$ cat src/ddam_pkg.sv
`timescale 1ns / 1ps
`default_nettype none

package ddam_pkg;

    localparam int NumDigitsDefault = 32;
    localparam int DigitW           = 4;
    localparam int PosW             = 6;
    localparam int CarryW           = 5;
    localparam int ProdW            = 8;
    localparam int Radix            = 10;

    typedef enum logic [2:0] {
        S_LOAD,
        S_ROW,
        S_ROWB,
        S_COL,
        S_OUT
    } t_state;

    typedef struct packed {
        logic              func;
        logic [DigitW-1:0] digit_a;
        logic [DigitW-1:0] digit_b;
        logic              last_digit;
    } t_in_beat;

    typedef struct packed {
        logic [DigitW-1:0] result_digit;
        logic [PosW-1:0]   digit_position;
        logic              overflow;
        logic              last_result;
    } t_out_beat;

    // quotient by ten through the reciprocal 205/2048, exact below 1029
    function automatic logic [CarryW-1:0] div10(input logic [ProdW-1:0] x);
        logic [15:0] p;
        p = 16'(x) * 16'd205;
        return CarryW'(p >> 11);
    endfunction

endpackage

`default_nettype wire

$ cat src/ddam_ifs.sv
`timescale 1ns / 1ps
`default_nettype none

interface ddam_in_if;
    import ddam_pkg::*;
    logic     valid;
    logic     ready;
    t_in_beat payload;
    modport source (output valid, output payload, input ready);
    modport sink (input valid, input payload, output ready);
endinterface

interface ddam_out_if;
    import ddam_pkg::*;
    logic      valid;
    logic      ready;
    t_out_beat payload;
    modport source (output valid, output payload, input ready);
    modport sink (input valid, input payload, output ready);
endinterface

`default_nettype wire

$ cat src/ddam_ram.sv
`timescale 1ns / 1ps
`default_nettype none

module ddam_ram #(
    parameter int WIDTH = 4,
    parameter int DEPTH = 32
) (
    input  wire                     i_clk,
    input  wire                     i_we,
    input  wire [$clog2(DEPTH)-1:0] i_waddr,
    input  wire [WIDTH-1:0]         i_wdata,
    input  wire [$clog2(DEPTH)-1:0] i_raddr,
    output logic [WIDTH-1:0]        o_rdata
);

    logic [WIDTH-1:0] r_mem [DEPTH];

    always_ff @(posedge i_clk) begin
        if (i_we) begin
            r_mem[i_waddr] <= i_wdata;
        end
        o_rdata <= r_mem[i_raddr];
    end

endmodule

`default_nettype wire

$ cat src/decimal_digit_add_multiply_top.sv
// load: one digit pair per cycle, NUM_DIGITS pairs at most
// add: two passes over all NUM_DIGITS columns; multiply: one row per multiplier digit j over NUM_DIGITS - j columns,
//   one digit product per cycle in the shared unit while a row's columns are swept, after its S_ROW and S_ROWB states
// result: NUM_DIGITS beats, each a registered accumulator read; no read issues while one is pending
// one number pair at a time: no new beat is taken until the last result beat leaves
// synchronous active-low reset clears the sequencer and fill counts; stores need no clearing
`timescale 1ns / 1ps
`default_nettype none

module decimal_digit_add_multiply_top
    import ddam_pkg::*;
#(
    parameter int NUM_DIGITS = NumDigitsDefault
) (
    input  wire       i_clk,
    input  wire       i_rst_n,
    ddam_in_if.sink   i_in,
    ddam_out_if.source o_out
);

    localparam int AW = $clog2(NUM_DIGITS);
    localparam int CW = AW + 1;

    t_state r_state, n_state;

    logic [CW-1:0]     r_load_cnt, n_load_cnt;
    logic [CW-1:0]     r_a_len, n_a_len;
    logic [CW-1:0]     r_b_len, n_b_len;
    logic              r_func, n_func;
    logic [AW-1:0]     r_row, n_row;
    logic [AW-1:0]     r_col, n_col;
    logic [AW-1:0]     r_acol, n_acol;
    logic [CarryW-1:0] r_mc, n_mc;
    logic              r_ac, n_ac;
    logic [DigitW-1:0] r_mult, n_mult;
    logic              r_mval, n_mval;
    logic              r_bval, n_bval;
    logic              r_ovf, n_ovf;
    logic [AW-1:0]     r_rk, n_rk;
    logic              r_rd_all, n_rd_all;
    logic              r_pend, n_pend;
    logic [AW-1:0]     r_pend_pos, n_pend_pos;
    logic              r_out_valid, n_out_valid;
    t_out_beat         r_out, n_out;

    logic              ab_we;
    logic              acc_we;
    logic [AW-1:0]     a_raddr, b_raddr, acc_raddr;
    logic [DigitW-1:0] a_rdata, b_rdata, acc_rdata;
    logic [DigitW-1:0] acc_wdata;

    logic              row_last, src_b, col_end, drop_hi, issue;
    logic [AW-1:0]     shift, col_nxt, acol_nxt;
    logic [CW-1:0]     src_len;
    logic [DigitW-1:0] m_dig, acc_old, d_dig;
    logic [ProdW-1:0]  prod, rem;
    logic [CarryW-1:0] q;
    logic [CarryW-1:0] sum;
    logic              ac_n;

    ddam_ram #(.WIDTH(DigitW), .DEPTH(NUM_DIGITS)) u_a_ram (
        .i_clk   (i_clk),
        .i_we    (ab_we),
        .i_waddr (r_load_cnt[AW-1:0]),
        .i_wdata (i_in.payload.digit_a),
        .i_raddr (a_raddr),
        .o_rdata (a_rdata)
    );

    ddam_ram #(.WIDTH(DigitW), .DEPTH(NUM_DIGITS)) u_b_ram (
        .i_clk   (i_clk),
        .i_we    (ab_we),
        .i_waddr (r_load_cnt[AW-1:0]),
        .i_wdata (i_in.payload.digit_b),
        .i_raddr (b_raddr),
        .o_rdata (b_rdata)
    );

    ddam_ram #(.WIDTH(DigitW), .DEPTH(NUM_DIGITS)) u_acc_ram (
        .i_clk   (i_clk),
        .i_we    (acc_we),
        .i_waddr (r_acol),
        .i_wdata (acc_wdata),
        .i_raddr (acc_raddr),
        .o_rdata (acc_rdata)
    );

    // addition runs as two passes with multiplier one: acc = A, then acc += B
    always_comb begin
        row_last = r_func ? (r_row == AW'(NUM_DIGITS - 1)) : (r_row == AW'(1));
        shift    = r_func ? r_row : '0;
        src_b    = !r_func && (r_row != '0);
        src_len  = src_b ? r_b_len : r_a_len;
        col_nxt  = (r_state == S_ROWB) ? '0 : r_col + AW'(1);
        acol_nxt = (r_state == S_ROWB) ? shift : r_acol + AW'(1);
        col_end  = (r_acol == AW'(NUM_DIGITS - 1));

        a_raddr   = col_nxt;
        b_raddr   = (r_state == S_ROW) ? r_row : col_nxt;
        acc_raddr = (r_state == S_OUT) ? r_rk : acol_nxt;

        // digits past the fill count read as zero
        n_mval = ({1'b0, col_nxt} < r_load_cnt);
        n_bval = ({1'b0, r_row} < r_load_cnt);

        m_dig   = r_mval ? (src_b ? b_rdata : a_rdata) : '0;
        prod    = ProdW'(m_dig) * ProdW'(r_mult) + ProdW'(r_mc);
        q       = div10(prod);
        rem     = prod - ProdW'(q) * ProdW'(Radix);
        d_dig   = rem[DigitW-1:0];
        acc_old = (r_row == '0) ? '0 : acc_rdata;
        sum     = CarryW'(acc_old) + CarryW'(d_dig) + CarryW'(r_ac);
        ac_n    = (sum >= CarryW'(Radix));
        acc_wdata = ac_n ? DigitW'(sum - CarryW'(Radix)) : sum[DigitW-1:0];

        // multiplicand digits that shift past the top digit
        drop_hi = (r_mult != '0) && (src_len > (CW'(NUM_DIGITS) - {1'b0, shift}));

        issue = !r_pend && !r_rd_all && (!r_out_valid || o_out.ready);
    end

    always_comb begin
        n_state     = r_state;
        n_load_cnt  = r_load_cnt;
        n_a_len     = r_a_len;
        n_b_len     = r_b_len;
        n_func      = r_func;
        n_row       = r_row;
        n_col       = r_col;
        n_acol      = r_acol;
        n_mc        = r_mc;
        n_ac        = r_ac;
        n_mult      = r_mult;
        n_ovf       = r_ovf;
        n_rk        = r_rk;
        n_rd_all    = r_rd_all;
        n_pend      = r_pend;
        n_pend_pos  = r_pend_pos;
        n_out_valid = r_out_valid;
        n_out       = r_out;
        ab_we       = 1'b0;
        acc_we      = 1'b0;
        i_in.ready  = 1'b0;

        case (r_state)
            S_LOAD: begin
                i_in.ready = 1'b1;
                if (i_in.valid) begin
                    if (r_load_cnt < CW'(NUM_DIGITS)) begin
                        ab_we      = 1'b1;
                        n_load_cnt = r_load_cnt + CW'(1);
                        if (i_in.payload.digit_a != '0) begin
                            n_a_len = r_load_cnt + CW'(1);
                        end
                        if (i_in.payload.digit_b != '0) begin
                            n_b_len = r_load_cnt + CW'(1);
                        end
                    end
                    if (i_in.payload.last_digit) begin
                        n_func  = i_in.payload.func;
                        n_row   = '0;
                        n_ovf   = 1'b0;
                        n_state = S_ROW;
                    end
                end
            end
            S_ROW: begin
                n_state = S_ROWB;
            end
            S_ROWB: begin
                n_mult  = r_func ? (r_bval ? b_rdata : '0) : DigitW'(1);
                n_col   = col_nxt;
                n_acol  = acol_nxt;
                n_mc    = '0;
                n_ac    = 1'b0;
                n_state = S_COL;
            end
            S_COL: begin
                acc_we = 1'b1;
                n_mc   = q;
                n_ac   = ac_n;
                if (col_end) begin
                    n_ovf = r_ovf || (q != '0) || ac_n || drop_hi;
                    if (row_last) begin
                        n_load_cnt = '0;
                        n_a_len    = '0;
                        n_b_len    = '0;
                        n_rk       = '0;
                        n_rd_all   = 1'b0;
                        n_pend     = 1'b0;
                        n_state    = S_OUT;
                    end else begin
                        n_row   = r_row + AW'(1);
                        n_state = S_ROW;
                    end
                end else begin
                    n_col  = col_nxt;
                    n_acol = acol_nxt;
                end
            end
            S_OUT: begin
                if (issue) begin
                    n_pend     = 1'b1;
                    n_pend_pos = r_rk;
                    n_rk       = r_rk + AW'(1);
                    if (r_rk == AW'(NUM_DIGITS - 1)) begin
                        n_rd_all = 1'b1;
                    end
                end
                if (r_pend) begin
                    // output register is free here: it was empty or taken at issue
                    n_pend                 = 1'b0;
                    n_out_valid            = 1'b1;
                    n_out.result_digit     = acc_rdata;
                    n_out.digit_position   = PosW'(r_pend_pos);
                    n_out.last_result      = (r_pend_pos == AW'(NUM_DIGITS - 1));
                    n_out.overflow         = (r_pend_pos == AW'(NUM_DIGITS - 1)) && r_ovf;
                end else if (r_out_valid && o_out.ready) begin
                    n_out_valid = 1'b0;
                    if (r_out.last_result) begin
                        n_state = S_LOAD;
                    end
                end
            end
            default: begin
                n_state = S_LOAD;
            end
        endcase
    end

    always_ff @(posedge i_clk) begin
        if (!i_rst_n) begin
            r_state     <= S_LOAD;
            r_load_cnt  <= '0;
            r_a_len     <= '0;
            r_b_len     <= '0;
            r_out_valid <= 1'b0;
            r_pend      <= 1'b0;
            r_rd_all    <= 1'b0;
        end else begin
            r_state     <= n_state;
            r_load_cnt  <= n_load_cnt;
            r_a_len     <= n_a_len;
            r_b_len     <= n_b_len;
            r_out_valid <= n_out_valid;
            r_pend      <= n_pend;
            r_rd_all    <= n_rd_all;
        end
    end

    always_ff @(posedge i_clk) begin
        r_func     <= n_func;
        r_row      <= n_row;
        r_col      <= n_col;
        r_acol     <= n_acol;
        r_mc       <= n_mc;
        r_ac       <= n_ac;
        r_mult     <= n_mult;
        r_mval     <= n_mval;
        r_bval     <= n_bval;
        r_ovf      <= n_ovf;
        r_rk       <= n_rk;
        r_pend_pos <= n_pend_pos;
        r_out      <= n_out;
    end

    assign o_out.valid   = r_out_valid;
    assign o_out.payload = r_out;

    a_out_in_out_state: assert property (@(posedge i_clk) disable iff (!i_rst_n)
        o_out.valid |-> (r_state == S_OUT))
        else $error("result beat outside output phase");

    a_ovf_only_on_top: assert property (@(posedge i_clk) disable iff (!i_rst_n)
        (o_out.valid && o_out.payload.overflow) |-> o_out.payload.last_result)
        else $error("overflow flag on a digit below the top");

    a_acc_digit_decimal: assert property (@(posedge i_clk) disable iff (!i_rst_n)
        (r_state == S_COL) |-> (acc_wdata < DigitW'(Radix)))
        else $error("accumulator digit out of decimal range");

    a_col_tracks_shift: assert property (@(posedge i_clk) disable iff (!i_rst_n)
        (r_state == S_COL) |-> (r_acol == r_col + shift))
        else $error("accumulator column out of step with row shift");

    a_fill_bounded: assert property (@(posedge i_clk) disable iff (!i_rst_n)
        (r_load_cnt <= CW'(NUM_DIGITS)) && (r_a_len <= r_load_cnt) && (r_b_len <= r_load_cnt))
        else $error("fill count past store depth");

endmodule

`default_nettype wire
$ cat src/flat_wrapper.sv
// flat-port wrapper written by rule: the top's interface ports become plain ports
module decimal_digit_add_multiply_top_flat import ddam_pkg::*;
#(
    parameter int NUM_DIGITS = NumDigitsDefault
)
  (i_clk, i_rst_n, i_in_valid, i_in_payload, i_in_ready, o_out_valid, o_out_payload, o_out_ready);
  ddam_in_if i_in_i ();
  ddam_out_if o_out_i ();
  input  wire i_clk;
  input  wire i_rst_n;
  input wire logic [$bits(i_in_i.valid)-1:0] i_in_valid;
  input wire logic [$bits(i_in_i.payload)-1:0] i_in_payload;
  output wire logic [$bits(i_in_i.ready)-1:0] i_in_ready;
  output wire logic [$bits(o_out_i.valid)-1:0] o_out_valid;
  output wire logic [$bits(o_out_i.payload)-1:0] o_out_payload;
  input wire logic [$bits(o_out_i.ready)-1:0] o_out_ready;
  assign i_in_i.valid = i_in_valid;
  assign i_in_i.payload = i_in_payload;
  assign i_in_ready = i_in_i.ready;
  assign o_out_valid = o_out_i.valid;
  assign o_out_payload = o_out_i.payload;
  assign o_out_i.ready = o_out_ready;
  decimal_digit_add_multiply_top #(.NUM_DIGITS(NUM_DIGITS)) u_core (.i_clk(i_clk), .i_rst_n(i_rst_n), .i_in(i_in_i), .o_out(o_out_i));
endmodule
$ cat config.mk
export PLATFORM = sky130hd
export DESIGN_NAME = decimal_digit_add_multiply_top_flat
export DESIGN_NICKNAME = d
export VERILOG_FILES = /design/src/ddam_pkg.sv /design/src/ddam_ifs.sv /design/src/ddam_ram.sv /design/src/decimal_digit_add_multiply_top.sv /design/src/flat_wrapper.sv
export SDC_FILE = /design/constraint.sdc
export NUM_CORES = 1
export LEC_CHECK = 0
export BUFFER_PORTS_ARGS = -buffer_cell sky130_fd_sc_hd__buf_2
export CAP_MARGIN = 10
export CORE_AREA = 3 3 169 335
export CTS_BUF_LIST = sky130_fd_sc_hd__clkbuf_4 sky130_fd_sc_hd__clkbuf_8
export DETAILED_ROUTE_END_ITERATION = 8
export DIE_AREA = 0 0 172 338
export GPL_TIMING_DRIVEN = 0
export PLACE_DENSITY_LB_ADDON = 0.1
export SKIP_CTS_REPAIR_TIMING = 1
export SYNTH_ARGS = -nofsm -noshare
export SYNTH_HDL_FRONTEND = slang
export SYNTH_SLANG_ARGS = --single-unit
$ cat constraint.sdc
create_clock -name i_clk -period 11.3 [get_ports i_clk]
set_input_delay 0.565 -clock i_clk [delete_from_list [all_inputs] [get_ports i_clk]]
set_output_delay 0.565 -clock i_clk [all_outputs]
set_load 0.05 [all_outputs]
# ---- Word-level counts from Yosys, hierarchy flattened
# Memory sizes are Yosys's and may differ from the RTL's. A register that Yosys moved wholly into a read port is not among the register bits.
# Index checks and enable logic that the tools add are counted.
dict set report classes {
  n_addsub 11
  n_lt_le_gt_ge 5
  mul 3
  eq_ne 23
  muxes 71
  n_reduce_logical 40
}
# op count
set op_table {}
lappend op_table {{2-to-1 mux 5 bit} 14}
lappend op_table {{2-to-1 mux 6 bit} 11}
lappend op_table {{case mux 5 bit (2 select lines)} 5}
lappend op_table {{case mux 6 bit (2 select lines)} 3}
lappend op_table {{2-to-1 mux 1 bit} 22}
lappend op_table {{2-to-1 mux 3 bit} 7}
lappend op_table {{adder 5 x 1 -> 5 bit (second input constant)} 4}
lappend op_table {{== test 5 bit (second input constant)} 4}
lappend op_table {{AND reduction 6 bit} 3}
lappend op_table {{multiplier 8 x 8 -> 16 bit (second input constant)} 1}
lappend op_table {{2-to-1 mux 4 bit} 4}
lappend op_table {{case mux 3 bit (5 select lines)} 1}
lappend op_table {{AND reduction 5 bit} 3}
lappend op_table {{inequality test 2 x 1 -> 1 bit (second input constant)} 7}
lappend op_table {{inequality test 2 bit (second input constant)} 7}
lappend op_table {{< comparator 5 x 6 -> 1 bit} 2}
lappend op_table {{nonzero test 4 bit} 3}
lappend op_table {{AND reduction 2 bit} 5}
lappend op_table {{nonzero test 5 bit} 2}
lappend op_table {{adder 8 x 5 -> 8 bit} 1}
lappend op_table {{multiplier 4 x 4 -> 8 bit} 1}
lappend op_table {{case mux 1 bit (2 select lines)} 4}
lappend op_table {{AND reduction 4 bit} 2}
lappend op_table {{nonzero test 2 bit} 4}
lappend op_table {{20 further kinds} 33}
dict set report word_totals {
  ff_bits 74
  n_memories 3
  out_inout_bits 14
  in_bits 14
  ramBits 384
}
# name depth width rd rd_clocked_by_memory_dff wr line_no
set mem_list {}
lappend mem_list {u_core.u_a_ram.r_mem 32 4 1 1 1 ddam_ram.sv:16} ;# logic [WIDTH-1:0] r_mem [DEPTH];
lappend mem_list {u_core.u_acc_ram.r_mem 32 4 1 1 1 ddam_ram.sv:16}
lappend mem_list {u_core.u_b_ram.r_mem 32 4 1 1 1 ddam_ram.sv:16}

# ---- Depth between registers and ports, before layout
dict set report logic_depth {
  ltp_word 16
  mapped_depth 40
}

# ---- By module
# A second synthesis with hierarchy kept.
dict set report unflattened {
  hier_cells 1288
  hier_area_um2 21391.8
}
# mod area_per_inst_um2 seq_area_each_um2 n_inst cells_per_inst
set modules_own_cells {}
lappend modules_own_cells {ddam_ram 5138.7 3923.8 3 231}
lappend modules_own_cells {decimal_digit_add_multiply_top 5975.7 1961.9 1 595}

# ---- Worst setup path after synthesis
# OpenSTA, ideal clock, no wires.
dict set report synth_path {
  path_kind {reg-to-reg}
  from {register u_core.r_row[0]}
  to {memory u_core.u_acc_ram.r_mem[0][2], data pin}
  path_stages_with_launch 37
  slack_ns 0.620
  arrival_time_ns 10.295
  period_less_slack_ns 10.680
  setup_time_ns 0.385
  path_buffers 0
  required_time_ns 10.915
  cell_sequence {edfxtp_1 -> inv_1 -> ha_1 -> nor4b_1 -> nor2_1 -> nand2_1 -> a21boi_0 -> nand2_1 -> fa_1 -> fa_1 -> fa_1 -> inv_1 -> ha_1 -> a21oi_1 -> o21bai_1 -> a21oi_1 -> xnor2_1 -> xnor2_1 -> fa_1 -> fa_1 -> fa_1 -> inv_1 -> ha_1 -> o211ai_1 -> nor2_1 -> a21oi_1 -> xnor2_1 -> ha_1 -> fa_1 -> xor2_1 -> xnor2_1 -> xnor2_1 -> ha_1 -> o21a_1 -> nor2_1 -> a21boi_0 -> mux2i_1}
}
dict set report synth_between {
  elab_chain_len 13
}
# element line_no
set synth_rtl {}
lappend synth_rtl {{from (decl)} decimal_digit_add_multiply_top.sv:30} ;# logic [AW-1:0] r_row, n_row;
lappend synth_rtl {{from (signal assigned)} decimal_digit_add_multiply_top.sv:253} ;# r_row <= n_row;
lappend synth_rtl {{nonzero test 5 bit (*)} decimal_digit_add_multiply_top.sv:92} ;# src_b = !r_func && (r_row != '0);
lappend synth_rtl {{logical AND 1 bit (*)} decimal_digit_add_multiply_top.sv:92}
lappend synth_rtl {{2-to-1 mux 4 bit (*) (2 in series)} decimal_digit_add_multiply_top.sv:106} ;# m_dig = r_mval ? (src_b ? b_rdata : a_rdata) : '0;
lappend synth_rtl {{multiplier 4 x 4 -> 8 bit (*)} decimal_digit_add_multiply_top.sv:107} ;# prod = ProdW'(m_dig) * ProdW'(r_mult) + ProdW'(r_mc);
lappend synth_rtl {{adder 8 x 5 -> 8 bit (*)} decimal_digit_add_multiply_top.sv:107}
lappend synth_rtl {{multiplier 8 x 8 -> 16 bit (*)} ddam_pkg.sv:38} ;# p = 16'(x) * 16'd205;
lappend synth_rtl {{named net u_core.q[0]} decimal_digit_add_multiply_top.sv:57} ;# logic [CarryW-1:0] q;
lappend synth_rtl {{multiplier 5 x 3 -> 3 bit (*)} decimal_digit_add_multiply_top.sv:109} ;# rem = prod - ProdW'(q) * ProdW'(Radix);
lappend synth_rtl {{subtractor 4 bit (*)} decimal_digit_add_multiply_top.sv:109}
lappend synth_rtl {{adder 4 x 4 -> 5 bit (*)} decimal_digit_add_multiply_top.sv:112} ;# sum = CarryW'(acc_old) + CarryW'(d_dig) + CarryW'(r_ac);
lappend synth_rtl {{adder 5 x 1 -> 5 bit (*)} decimal_digit_add_multiply_top.sv:112}
lappend synth_rtl {{subtractor 4 bit or greater-or-equal comparator 5 x 4 -> 1 bit (tied branches)} {decimal_digit_add_multiply_top.sv:114, decimal_digit_add_multiply_top.sv:113}}
lappend synth_rtl {{2-to-1 mux 4 bit (*)} decimal_digit_add_multiply_top.sv:114} ;# acc_wdata = ac_n ? DigitW'(sum - CarryW'(Radix)) : sum[DigitW-1:0];
lappend synth_rtl {{named net u_core.acc_wdata[2]} decimal_digit_add_multiply_top.sv:50} ;# logic [DigitW-1:0] acc_wdata;
lappend synth_rtl {{to (decl)} ddam_ram.sv:16}
# Mark *: on every way through the listed nets, which the timed path passes. The rest lies on a longest branch.

# ---- Worst setup path after layout
dict set report layout_path {
  from {register u_core.r_row[0]}
  to {register u_core.r_ovf, data pin}
}
dict set report layout_between {
  elab_chain_len 16
}
# element line_no
set layout_rtl {}
lappend layout_rtl {{nonzero test 5 bit (*)} decimal_digit_add_multiply_top.sv:92}
lappend layout_rtl {{logical AND 1 bit (*)} decimal_digit_add_multiply_top.sv:92}
lappend layout_rtl {{2-to-1 mux 4 bit (*) (2 in series)} decimal_digit_add_multiply_top.sv:106}
lappend layout_rtl {{multiplier 4 x 4 -> 8 bit (*)} decimal_digit_add_multiply_top.sv:107}
lappend layout_rtl {{adder 8 x 5 -> 8 bit (*)} decimal_digit_add_multiply_top.sv:107}
lappend layout_rtl {{multiplier 8 x 8 -> 16 bit (*)} ddam_pkg.sv:38}
lappend layout_rtl {{named net u_core.q[0]} decimal_digit_add_multiply_top.sv:57}
lappend layout_rtl {{multiplier 5 x 3 -> 3 bit} decimal_digit_add_multiply_top.sv:109}
lappend layout_rtl {{subtractor 4 bit} decimal_digit_add_multiply_top.sv:109}
lappend layout_rtl {{adder 4 x 4 -> 5 bit} decimal_digit_add_multiply_top.sv:112}
lappend layout_rtl {{adder 5 x 1 -> 5 bit} decimal_digit_add_multiply_top.sv:112}
lappend layout_rtl {{greater-or-equal comparator 5 x 4 -> 1 bit} decimal_digit_add_multiply_top.sv:113} ;# ac_n = (sum >= CarryW'(Radix));
lappend layout_rtl {{logical OR 1 bit (*) (2 in series)} decimal_digit_add_multiply_top.sv:183} ;# n_ovf = r_ovf || (q != '0) || ac_n || drop_hi;
lappend layout_rtl {{2-to-1 mux 1 bit (*)} decimal_digit_add_multiply_top.sv:182} ;# if (col_end) begin
lappend layout_rtl {{case mux 1 bit (2 select lines) (*)} decimal_digit_add_multiply_top.sv:145} ;# case (r_state)
lappend layout_rtl {{to (signal assigned)} decimal_digit_add_multiply_top.sv:261} ;# r_ovf <= n_ovf;
lappend layout_rtl {{to (decl)} decimal_digit_add_multiply_top.sv:38} ;# logic r_ovf, n_ovf;
# Mark *: on every way through the listed nets, which the timed path passes. The rest lies on a longest branch. The select of a mux whose other input is x is not followed.
# A chain may end at the register's enable or synchronous reset.

==> key figures <==
Status
  • Outcome: finished, final reports clean

Global routing
  • Antenna violations before repair: 3
  • Congestion Overflow GR: 0
  • First-pass GRT wire length: ~88000 um
  • Largest net degree at the start of global routing: 34
  • Gr usage total: 0.208
  • Vias in the first global route: ~14000

Yosys
  • Seq/Total Area, Yosys: 0.638
  • Primary FF master, synth: edfxtp_1
  • Syn_area_per_cell: between 10 and 15 sq um
  • Syn. warnings: 0
  • Ys async rst share: 0
  • EDFF count, synth: between 400 and 500
  • Synthesized Nets: between 1500 and 2000
  • Seq cells post-synth: between 400 and 500
  • Unique cell type count in the Yosys netlist: 71
  • Cells after synthesis: roughly 1500
  • Synthesized area: between 20000 and 25000 sq um

Clocking
  • Clock latency on the worst-skew pair: approximately 0.66 ns
  • H-tree depth: 3
  • Num CTS Buffers: between 60 and 70
  • Clock Tree Buf Depth: 3
  • CTS root buf: clkbuf_8
  • CTS tree: yes
  • Num Clock Sinks: 470
  • Clock transition at path regs: 0.07 ns

Routing
  • Mean number of vias per cell: approximately 5.5
  • Number of nets still failing antenna checks after routing: 0
  • DR WL met2: 34800 um
  • Met3 WL: 1940 um
  • Post-DR wirelength/cell: between 20 and 25 um
  • Drt initial violations: a little under 900
  • Via count: 13078
  • WL final: 59700 um
  • Uppermost layer routed: met4
  • DR pass1 iterations: 5
  • Met1 WL: around 19000 um
  • # DRC: 0

Setup path
  • Worst path most repeated cell: fa_1
  • CP Capture Type: flip-flop
  • Critical Path Start Type: flip-flop
  • Flop2flop setup slack: 0.82 ns
  • Setup CP Type: reg -> reg
  • CP max stage cell: fa_1
  • Worst EP arrival: roughly 11 ns
  • Critical Path Fanout Max: 8
  • WP data required: about 12 ns
  • Worst path max stage delay: approximately 0.55 ns

Timing
  • Final setup vio count: 0
  • WHS: approximately 0.20 ns
  • Final TNS setup: 0 ns
  • Fmax: 95.4 MHz
  • Final Skew: approximately 0.05 ns
  • Slew HR: 0.144
  • Worst-Margin Slew: between 1 and 1.5 ns
  • Final hold vios: 0
  • Fin crit period: between 10 and 15 ns
  • Post-route clock period utilization: 0.927
  • Max-slew violation count: 0

Floorplanning
  • Die W: roughly 170 um
  • Row cnt: 121
  • Core Area: ~55000 sq um
  • Die ar.: between 50000 and 60000 sq um
  • Die Y: roughly 340 um
  • IO Pins: 28
  • Initial Util: 0.395

Final layout
  • Fillcell total: about 5000
  • Cell area after layout: about 24000 sq um
  • Area Overhead vs Synth: 12.5%
  • Multi-input combinational cell area: about 7300 sq um
  • Most frequent cells in the layout: edfxtp_1, nand2_1, nor2_1
  • Commonest non-fill, non-tap cell in the layout: edfxtp_1
  • Nets: 1789
  • Share of cells above drive strength 1: 0.143
  • Register area: 13700 sq um

Placement
  • PortBufs: 26
  • Placed cell areas: ~23000 sq um
  • Placer's final routability congestion estimate: between 0.8 and 0.9
  • DP HPWL: between 40000 and 50000 um

Flow run
  • Max Cap Viol: 0

Worst hold path
  • Worst min path class: in -> reg
## synth_stat cells, drive strengths merged (5+ instances only)
| library cell | count | share of area |
|---|---|---|
| and3 | 39 | 0.011 |
| mux2i | 53 | 0.025 |
| nand2 | 162 | 0.028 |
| o211ai | 6 | 0.0021 |
| nand4 | 8 | 0.0023 |
| nor4 | 11 | 0.0032 |
| fa | 20 | 0.019 |
| xnor2 | 20 | 0.0081 |
| dfxtp | 38 | 0.035 |
| nand2b | 5 | 0.0015 |
| a211oi | 10 | 0.0035 |
| buf | 37 | 0.011 |
| mux4 | 28 | 0.029 |
| a32oi | 12 | 0.0049 |
| a21o | 13 | 0.0045 |
| inv | 66 | 0.012 |
| nor2b | 19 | 0.0055 |
| o22ai | 6 | 0.0017 |
| a22oi | 12 | 0.0042 |
| a21boi | 13 | 0.0045 |
| o21ai | 17 | 0.0040 |
| a21oi | 26 | 0.0060 |
| o21bai | 5 | 0.0017 |
| nor3 | 9 | 0.0021 |
| a311oi | 11 | 0.0045 |
| a31oi | 10 | 0.0029 |
| edfxtp | 432 | 0.60 |
| nor2 | 109 | 0.019 |
| o21a | 9 | 0.0031 |
| clkbuf | 30 | 0.0052 |
| xor2 | 20 | 0.0081 |
| a2111oi | 27 | 0.011 |
| o31ai | 6 | 0.0021 |
| ha | 96 | 0.056 |
| mux2 | 9 | 0.0054 |
| o221ai | 24 | 0.0098 |
| nand3 | 72 | 0.017 |
| and2 | 24 | 0.0070 |
## area by class of cell
| class | count | area share |
|---|---|---|
| Antenna cell | 2 | 0.000207 |
| Inverter | 66 | 0.0104 |
| Sequential cell | 470 | 0.567 |
| Clock inverter | 25 | 0.00992 |
| Tap cell | 676 | 0.0349 |
| Buffer | 67 | 0.0148 |
| Multi-Input combinational cell | 947 | 0.301 |
| Clock buffer | 97 | 0.0489 |
| Timing Repair Buffer | 38 | 0.0126 |
## logic make-up after synthesis
group	synth area share
compound gates	0.0785
simple gates	0.104
xor+xnor	0.0163
buf+inv	0.0284
other cells	0.000174
fa+ha+maj	0.0744
mux	0.0601
flops	0.638
## layer usage
metal	global-route usage	vias up
li1	-	6123
met1	0.194	6471
met2	0.416	342
met3	0.0294	142
met4	0.121	0
met5	0	-
## worst paths after layout
check / startpoint / endpoint / cells past startpoint
min: i_in_payload[9] / u_core.r_func$_DFFE_PP_ / 1
min reg2reg: u_core.u_acc_ram.o_rdata[3]$_DFF_P_ / u_core.o_out.payload[11]$_DFFE_PP_ / 0
max: u_core.r_row[0]$_SDFFCE_PN0P_ / u_core.r_ovf$_SDFFCE_PN0P_ / 36
max reg2reg: u_core.r_row[0]$_SDFFCE_PN0P_ / u_core.r_ovf$_SDFFCE_PN0P_ / 36
## registers in the layout (all words and copies together), names as in the netlist, 5 cells and up
name / cells
u_core.o_out.payload: 11
u_core.r_a_len: 6
u_core.r_acol: 5
u_core.r_b_len: 6
u_core.r_col: 5
u_core.r_load_cnt: 6
u_core.r_mc: 5
u_core.r_pend_pos: 5
u_core.r_rk: 5
u_core.r_row: 5
u_core.u_a_ram.r_mem: 128
u_core.u_acc_ram.r_mem: 128
u_core.u_b_ram.r_mem: 128
## stage by stage
step	setup WS [ns]	std cells	util
global route	-0.00389	2388	0.445
global placement	-3.00	2251	0.413
floorplan	0.620	1549	-
finish	0.821	2388	0.445
detailed placement	-0.943	2258	0.415
CTS	-0.982	2380	0.441
## critical path: cells and delay by family (launching register included)
| kind | cells | cell delay [ns] |
|---|---|---|
| flops | 1 | 0.53 |
| compound gates | 11 | 2.36 |
| simple gates | 4 | 0.90 |
| buf+inv | 4 | 0.27 |
| xor+xnor | 4 | 0.99 |
| fa+ha+maj | 13 | 5.16 |
Power is left out: the tool's default activity adds up to more than one toggle a clock period on the data nets, which glitch-free logic cannot reach.
